$ cat src/rtl/core/grns_pkg.sv
// shared types, codes and constants for the grid radius neighbour search unit
package grns_pkg;

	localparam int MAX_POINTS_DEF = 64;
	localparam int COORD_W        = 24;
	localparam int CELL_W         = 25;
	localparam int SIZE_W         = 23;
	localparam int INDEX_W        = 6;
	localparam int NUM_CELLS      = 9;
	localparam int CELL_SEL_W     = 4;
	localparam int DIST_W         = 50;
	localparam int R2_W           = 46;
	localparam logic [SIZE_W-1:0] CELL_SIZE_RESET = 23'd256;

	typedef enum logic [1:0] {
		REQ_BUILD = 2'd0,
		REQ_LOAD  = 2'd1,
		REQ_RADIUS = 2'd2,
		REQ_NEIGH = 2'd3
	} req_code_t;

	typedef struct packed {
		logic [1:0]                req_type;
		logic signed [COORD_W-1:0] pos_x;
		logic signed [COORD_W-1:0] pos_y;
		logic [SIZE_W-1:0]         radius;
	} req_t;

	typedef struct packed {
		logic               found;
		logic [INDEX_W-1:0] point_index;
		logic               last;
	} res_t;

	// x offset of cell k in the 3x3 walk, x outer
	function automatic logic signed [1:0] off_x(input logic [CELL_SEL_W-1:0] k);
		logic signed [1:0] o;
		if (k < 4'd3)
			o = -2'sd1;
		else if (k < 4'd6)
			o = 2'sd0;
		else
			o = 2'sd1;
		return o;
	endfunction

	// y offset of cell k, y inner
	function automatic logic signed [1:0] off_y(input logic [CELL_SEL_W-1:0] k);
		logic signed [1:0] o;
		case (k)
			4'd0, 4'd3, 4'd6: o = -2'sd1;
			4'd1, 4'd4, 4'd7: o = 2'sd0;
			default:          o = 2'sd1;
		endcase
		return o;
	endfunction

endpackage

$ cat src/rtl/core/grns_ctrl.sv
// controller: request decode, point count and the 3x3 cell by point scan
module grns_ctrl #(
	parameter int MAX_POINTS = grns_pkg::MAX_POINTS_DEF,
	parameter int AW = 6,
	parameter int CW = 7
) (
	input  logic                       clk,
	input  logic                       arst_n,
	input  logic                       start,
	input  logic [1:0]                 req_type,
	input  logic                       div_done,
	output logic                       busy,
	output logic                       cmd_latch,
	output logic                       cmd_div_go,
	output logic                       cmd_div_sel,
	output logic                       cmd_wr,
	output logic [AW-1:0]              cmd_wr_addr,
	output logic                       cmd_rd,
	output logic [AW-1:0]              cmd_rd_addr,
	output logic [grns_pkg::CELL_SEL_W-1:0] cmd_cell,
	output logic                       cmd_fin
);
	typedef enum logic [2:0] {ST_IDLE, ST_DIVX, ST_DIVY, ST_SCAN, ST_DRAIN} state_t;

	localparam logic [2:0] DRAIN_LAST = 3'd3;

	state_t                       state_q;
	logic [CW-1:0]                count_q;
	logic                         built_q;
	logic                         query_q;
	logic                         div_go_q, div_sel_q, wr_q, rd_q, fin_q;
	logic [AW-1:0]                wr_addr_q, rd_addr_q;
	logic [grns_pkg::CELL_SEL_W-1:0] cell_q;
	logic [2:0]                   drain_q;

	assign busy      = (state_q != ST_IDLE);
	assign cmd_latch = start && !busy;

	always_ff @(posedge clk or negedge arst_n) begin
		if (!arst_n) begin
			state_q   <= ST_IDLE;
			count_q   <= '0;
			built_q   <= 1'b0;
			query_q   <= 1'b0;
			div_go_q  <= 1'b0;
			div_sel_q <= 1'b0;
			wr_q      <= 1'b0;
			rd_q      <= 1'b0;
			fin_q     <= 1'b0;
			wr_addr_q <= '0;
			rd_addr_q <= '0;
			cell_q    <= '0;
			drain_q   <= '0;
		end else begin
			div_go_q <= 1'b0;
			wr_q     <= 1'b0;
			fin_q    <= 1'b0;
			unique case (state_q)
				ST_IDLE: begin
					if (start) begin
						unique case (req_type)
							grns_pkg::REQ_BUILD: begin
								count_q <= '0;
								built_q <= 1'b1;
							end
							grns_pkg::REQ_LOAD: begin
								if (built_q && count_q < CW'(MAX_POINTS)) begin
									div_go_q  <= 1'b1;
									div_sel_q <= 1'b0;
									query_q   <= 1'b0;
									state_q   <= ST_DIVX;
								end
							end
							default: begin
								if (built_q) begin
									div_go_q  <= 1'b1;
									div_sel_q <= 1'b0;
									query_q   <= 1'b1;
									state_q   <= ST_DIVX;
								end else begin
									fin_q <= 1'b1;
								end
							end
						endcase
					end
				end
				ST_DIVX: begin
					if (div_done) begin
						div_go_q  <= 1'b1;
						div_sel_q <= 1'b1;
						state_q   <= ST_DIVY;
					end
				end
				ST_DIVY: begin
					if (div_done) begin
						if (!query_q) begin
							wr_q      <= 1'b1;
							wr_addr_q <= AW'(count_q);
							count_q   <= count_q + CW'(1);
							state_q   <= ST_IDLE;
						end else if (count_q == '0) begin
							drain_q <= '0;
							state_q <= ST_DRAIN;
						end else begin
							rd_q      <= 1'b1;
							rd_addr_q <= '0;
							cell_q    <= '0;
							state_q   <= ST_SCAN;
						end
					end
				end
				ST_SCAN: begin
					if (CW'(rd_addr_q) == count_q - CW'(1)) begin
						rd_addr_q <= '0;
						if (cell_q == grns_pkg::CELL_SEL_W'(grns_pkg::NUM_CELLS - 1)) begin
							rd_q    <= 1'b0;
							drain_q <= '0;
							state_q <= ST_DRAIN;
						end else begin
							cell_q <= cell_q + grns_pkg::CELL_SEL_W'(1);
						end
					end else begin
						rd_addr_q <= rd_addr_q + AW'(1);
					end
				end
				ST_DRAIN: begin
					// let the last candidates leave the pipeline
					drain_q <= drain_q + 3'd1;
					if (drain_q == DRAIN_LAST) begin
						fin_q   <= 1'b1;
						state_q <= ST_IDLE;
					end
				end
				default: state_q <= ST_IDLE;
			endcase
		end
	end

	assign cmd_div_go  = div_go_q;
	assign cmd_div_sel = div_sel_q;
	assign cmd_wr      = wr_q;
	assign cmd_wr_addr = wr_addr_q;
	assign cmd_rd      = rd_q;
	assign cmd_rd_addr = rd_addr_q;
	assign cmd_cell    = cell_q;
	assign cmd_fin     = fin_q;

endmodule
$ cat config.mk
export PLATFORM = sky130hd
export DESIGN_NAME = grns_ctrl
export DESIGN_NICKNAME = d
export VERILOG_FILES = /design/src/rtl/core/grns_pkg.sv /design/src/rtl/core/grns_ctrl.sv
export SDC_FILE = /design/constraint.sdc
export NUM_CORES = 1
export LEC_CHECK = 0
export ABC_AREA = 0
export BUFFER_PORTS_ARGS = -buffer_cell sky130_fd_sc_hd__buf_2
export CORE_UTILIZATION = 45
export DETAILED_ROUTE_END_ITERATION = 16
export GPL_TIMING_DRIVEN = 0
export PLACE_DENSITY = 0.65
export SLEW_MARGIN = 20
export SYNTH_ARGS = -nofsm -noshare
export SYNTH_HDL_FRONTEND = slang
export SYNTH_SLANG_ARGS = --single-unit
$ cat constraint.sdc
create_clock -name clk -period 5.6 [get_ports clk]
set_clock_uncertainty 0.2 [all_clocks]
set_input_delay 0.84 -clock clk [delete_from_list [all_inputs] [get_ports clk]]
set_output_delay 0.84 -clock clk [all_outputs]
set_load 0.01 [all_outputs]
==> report_table.html <==
<table>
<tr><th>Metric</th><th>Value</th></tr>
<tr><th colspan="2">Outcome</th></tr>
<tr><td>Run status</td><td>completed</td></tr>
<tr><th colspan="2">Setup path</th></tr>
<tr><td>Buffers &amp; Inverters on Critical Path</td><td>2</td></tr>
<tr><td>CP required</td><td>5630 ps</td></tr>
<tr><td>Worst reg-to-reg path cell count</td><td>9</td></tr>
<tr><td>Setup crit end kind</td><td>flop</td></tr>
<tr><td>Largest fanout on the critical path</td><td>10</td></tr>
<tr><td>Critical path cell sequence</td><td>inv_1, ha_1, or3b_4, or4_1, nand2_1, a211o_4, buf_2, o211ai_1, nand3_1</td></tr>
<tr><td>Launching element type of the critical path</td><td>flop</td></tr>
<tr><td>Setup CP Type</td><td>reg2reg</td></tr>
<tr><td>Critical Path Slowest Stage Cell</td><td>dfrtp_1</td></tr>
<tr><td>Worst setup slack for register-to-register paths</td><td>2940 ps</td></tr>
<tr><td>Arrival time worst endpoint</td><td>2690 ps</td></tr>
<tr><td>Max stage delay on crit path</td><td>480 ps</td></tr>
<tr><td>Launch instance of the worst register-to-register path</td><td>count_q[0]</td></tr>
<tr><td>Kind of cell adding the most delay to the critical path</td><td>simple AND/OR/NAND/NOR gates</td></tr>
<tr><td>Worst r2r dst</td><td>cmd_cell[3]</td></tr>
<tr><th colspan="2">Place</th></tr>
<tr><td>Post-DP Area</td><td>2250 um^2</td></tr>
<tr><td>Estimated wirelength of the detail-placed design</td><td>3040 um</td></tr>
<tr><td>Final estimated routing congestion in global placement</td><td>0.809</td></tr>
<tr><td>Worst setup timing slack at the placement stage</td><td>2980 ps</td></tr>
<tr><td>Number of buffers added on ports</td><td>28</td></tr>
<tr><th colspan="2">Cells and area</th></tr>
<tr><td>Finished Cell Area</td><td>2360 um^2</td></tr>
<tr><td>Fraction of layout instances using a drive strength above 1</td><td>0.183</td></tr>
<tr><td>Commonest cells after routing, fill and taps aside</td><td>nand2_1, dfrtp_1, buf_2</td></tr>
<tr><td>Synthesis-to-finish area growth</td><td>15.5%</td></tr>
<tr><td>Most frequent standard cell in the layout excluding fill and tap cells</td><td>nand2_1</td></tr>
<tr><td>Fraction of the core area covered by cells at the end of the flow</td><td>0.543</td></tr>
<tr><td>Layout fillers</td><td>422</td></tr>
<tr><td>Net total in the final layout</td><td>280</td></tr>
<tr><td>Total inserted antenna cells</td><td>0</td></tr>
<tr><th colspan="2">GRT</th></tr>
<tr><td>Wire length of the first global-routing pass</td><td>7620 um</td></tr>
<tr><td>Total routing resource utilization after global routing</td><td>0.198</td></tr>
<tr><td>Remaining Overflow, GRT</td><td>0</td></tr>
<tr><td>Antenna violations before repair</td><td>0</td></tr>
<tr><td>Number of global-route vias before repair</td><td>1,635</td></tr>
<tr><td>Maximum number of pins on one net before global-route repair</td><td>37</td></tr>
<tr><th colspan="2">Die</th></tr>
<tr><td>Height of the die</td><td>69.4 um</td></tr>
<tr><td>Rows</td><td>24</td></tr>
<tr><td>Initial cell density of the core</td><td>0.470</td></tr>
<tr><td>Core box area</td><td>4350 um^2</td></tr>
<tr><td>Total die area</td><td>4820 um^2</td></tr>
<tr><td>Ports placed on the boundary</td><td>29</td></tr>
<tr><td>Die boundary width</td><td>69.4 um</td></tr>
<tr><th colspan="2">Detailed routing</th></tr>
<tr><td>Vias post-DR</td><td>1,759</td></tr>
<tr><td>Vias per cell</td><td>5.50</td></tr>
<tr><td>Antenna-violating nets left</td><td>0</td></tr>
<tr><td>Per-cell routed wire length</td><td>13.8 um</td></tr>
<tr><td>Drt first-iter violations</td><td>71</td></tr>
<tr><td>Drt total wl</td><td>4420 um</td></tr>
<tr><td>Number of remaining DRC errors</td><td>0</td></tr>
<tr><td>1st-pass router iterations</td><td>4</td></tr>
<tr><th colspan="2">Timing</th></tr>
<tr><td>Normalized max-slew margin</td><td>0.458</td></tr>
<tr><td>Final Slew Violations</td><td>0</td></tr>
<tr><td>Sum of negative setup slack</td><td>0 ps</td></tr>
<tr><td>Final number of setup-violating endpoints</td><td>0</td></tr>
<tr><td>Fin. Hold Viols</td><td>0</td></tr>
<tr><td>Highest achievable clock rate</td><td>376 MHz</td></tr>
<tr><td>Setup repair after global routing missed its margin</td><td>no</td></tr>
<tr><td>Shortest clock period the worst path allows after layout</td><td>2660 ps</td></tr>
<tr><td>Share of the cycle needed by the critical path after routing</td><td>0.474</td></tr>
<tr><td>Smallest setup slack after layout</td><td>2940 ps</td></tr>
<tr><td>Slew of the pin with the lowest slew margin</td><td>813 ps</td></tr>
<tr><th colspan="2">Synth</th></tr>
<tr><td>Fraction of registers with async set/reset</td><td>1.00</td></tr>
<tr><td>Synth Flop Type</td><td>dfrtp_1</td></tr>
<tr><td>Count of synthesis-stage warnings from yosys</td><td>0</td></tr>
<tr><td>Mapped Nets</td><td>245</td></tr>
<tr><td>Synth Area in Compound Gates</td><td>0.185</td></tr>
<tr><td>Flops &amp; latches, synth</td><td>36</td></tr>
<tr><td>Synth unique cells</td><td>49</td></tr>
<tr><td>Count of flip-flops with a built-in enable after synthesis</td><td>0</td></tr>
<tr><td>Simple-gate area share of the yosys netlist</td><td>0.240</td></tr>
<tr><td>Post-synthesis instance area</td><td>2050 um^2</td></tr>
<tr><td>Dominant combinational cell family by area after synthesis</td><td>simple AND/OR/NAND/NOR gates</td></tr>
<tr><td>Syn Area/Cell</td><td>8.82 um^2</td></tr>
<tr><td>Synthesized-area fraction occupied by xor and xnor cells</td><td>0.0343</td></tr>
<tr><td>Number of cells produced by synthesis</td><td>232</td></tr>
<tr><td>Adder and majority cell fraction of the synthesized area</td><td>0.0428</td></tr>
<tr><td>Multiplexer fraction of the synthesized cell area</td><td>0.00489</td></tr>
<tr><td>Fraction of the yosys area taken by sequential cells</td><td>0.440</td></tr>
<tr><th colspan="2">Pwr</th></tr>
<tr><td>Worst VDD drop</td><td>0.167 mV</td></tr>
<tr><td>Pwr/cell area</td><td>502 nW/um^2</td></tr>
<tr><td>Static Leakage</td><td>1.14 nW</td></tr>
<tr><th colspan="2">Worst hold path</th></tr>
<tr><td>Min-Delay Path Class</td><td>reg2reg</td></tr>
<tr><td>WHS Endpoint</td><td>cmd_wr_addr[5]</td></tr>
<tr><td>Cell depth of the worst min-delay path</td><td>2</td></tr>
<tr><td>Startpoint of the tightest hold check path</td><td>cmd_wr_addr[5]</td></tr>
<tr><th colspan="2">Clocking</th></tr>
<tr><td>Clock sink count</td><td>36</td></tr>
<tr><td>TritonCTS Buffers</td><td>5</td></tr>
<tr><td>Total setup buffers inserted after CTS</td><td>0</td></tr>
<tr><td>Post-CTS Resized</td><td>0</td></tr>
<tr><td>Clock root buffer</td><td>clkbuf_8</td></tr>
<tr><td>Number of H-tree levels</td><td>2</td></tr>
<tr><td>Bufs on Longest Clock Path</td><td>2</td></tr>
<tr><td>Count of hold buffers inserted by post-cts repair</td><td>0</td></tr>
<tr><td>CTS clk-pin slew, worst paths</td><td>80 ps</td></tr>
<tr><td>CTS tree</td><td>yes</td></tr>
<tr><td>Worst-Skew Late Latency</td><td>300 ps</td></tr>
<tr><th colspan="2">Job</th></tr>
<tr><td>Max Cap Viol</td><td>0</td></tr>
</table>
-- worst reg2reg max path, delay by kind of cell, from the launching register on --
| kind | cells | cell delay, ps |
|---|---|---|
| AO/OA/AOI/OAI | 2 | 250 |
| AND/OR/NAND/NOR | 4 | 1120 |
| flip-flops | 1 | 480 |
| adder cells (fa/ha/maj) | 1 | 220 |
| buffers and inverters | 2 | 330 |
-- where the power goes --
group | internal, W | switching [W] | total [W] | leakage (nW)
Combinational | 0.000219 | 0.000320 | 0.000540 | 0.616
Sequential | 0.000340 | 0.0000744 | 0.000414 | 0.468
Clock | 0.000132 | 0.000101 | 0.000233 | 0.0541
-- cells by family (layout without fill, tap and decap cells) --
kind of cell / count (synthesis) / in the layout
compound gates: 54 / 54
fa+ha+maj: 7 / 7
flops: 36 / 36
buf+inv: 24 / 60
mux: 1 / 1
xor+xnor: 8 / 8
simple gates: 102 / 102
-- flip-flops by register name, indices dropped and copies added, names as in the netlist --
register	count
state_q	3
cmd_rd_addr	6
cmd_rd	1
cmd_div_sel	1
built_q	1
count_q	7
cmd_wr_addr	6
query_q	1
cmd_cell	4
cmd_fin	1
cmd_div_go	1
drain_q	3
cmd_wr	1
-- area by class of cell --
class                      instances  area (um^2)  area share
multi-input combinational        172         1040       0.439
timing repair buffer              28          140      0.0593
clock inverter                     3         42.5      0.0180
inverter                          11         42.5      0.0180
tap                               52         65.1      0.0275
buffer                            13         65.1      0.0275
clock buffer                       5         68.8      0.0291
sequential                        36          901       0.381
-- metal layers --
metal / routed length, um / track usage / vias up / part of all wire
met2: 2100 / 0.320 / 32 / 0.48
met1: 2070 / 0.257 / 831 / 0.47
met3: 172 / 0.0465 / 9 / 0.039
met4: 76 / 0.0748 / 0 / 0.017
li1: - / - / 887 / -
met5: 0 / 0 / - / 0
-- how the worst max path moves through the flow --
| stage | startpoint | end | slack, ps | cells after the start |
|---|---|---|---|---|
| 2_1_floorplan | count_q[0] | cmd_cell[3] | 3170 | 8 |
| 3_3_place_gp | count_q[0] | cmd_cell[3] | 2990 | 9 |
| 3_5_place_dp | count_q[0] | cmd_cell[3] | 2980 | 9 |
| 4_1_cts | state_q[2] | cmd_latch | 2930 | 4 |
| 5_1_grt | count_q[0] | cmd_rd_addr[2] | 2800 | 9 |
| 6_report | count_q[0] | cmd_cell[3] | 2940 | 9 |
-- cells in the mapped netlist, types with 3 or more instances --
library cell | number | area, um^2
nand2_1 | 37 | 139
dfrtp_1 | 36 | 901
nor2_1 | 22 | 82.6
o21ai_0 | 14 | 70.1
a21oi_1 | 11 | 55.1
inv_1 | 10 | 37.5
nand3_1 | 10 | 50.1
nor3_1 | 8 | 40.0
buf_2 | 7 | 35.0
ha_1 | 7 | 87.6
xor2_1 | 6 | 52.6
clkbuf_1 | 5 | 18.8
a32o_1 | 4 | 40.0
nand2b_1 | 4 | 25.0
and2_1 | 3 | 18.8
and3_1 | 3 | 18.8
-- per-stage QoR --
stage               hold slack, ps  instances  total power, W
finish                         271        320         0.00119
global route                   300        320         0.00129
CTS                            278        320         0.00120
detailed placement             259        312        0.000956
global placement               254        312        0.000945
floorplan                      259        232        0.000804
Note: power is estimated with default switching activity, not from simulation.
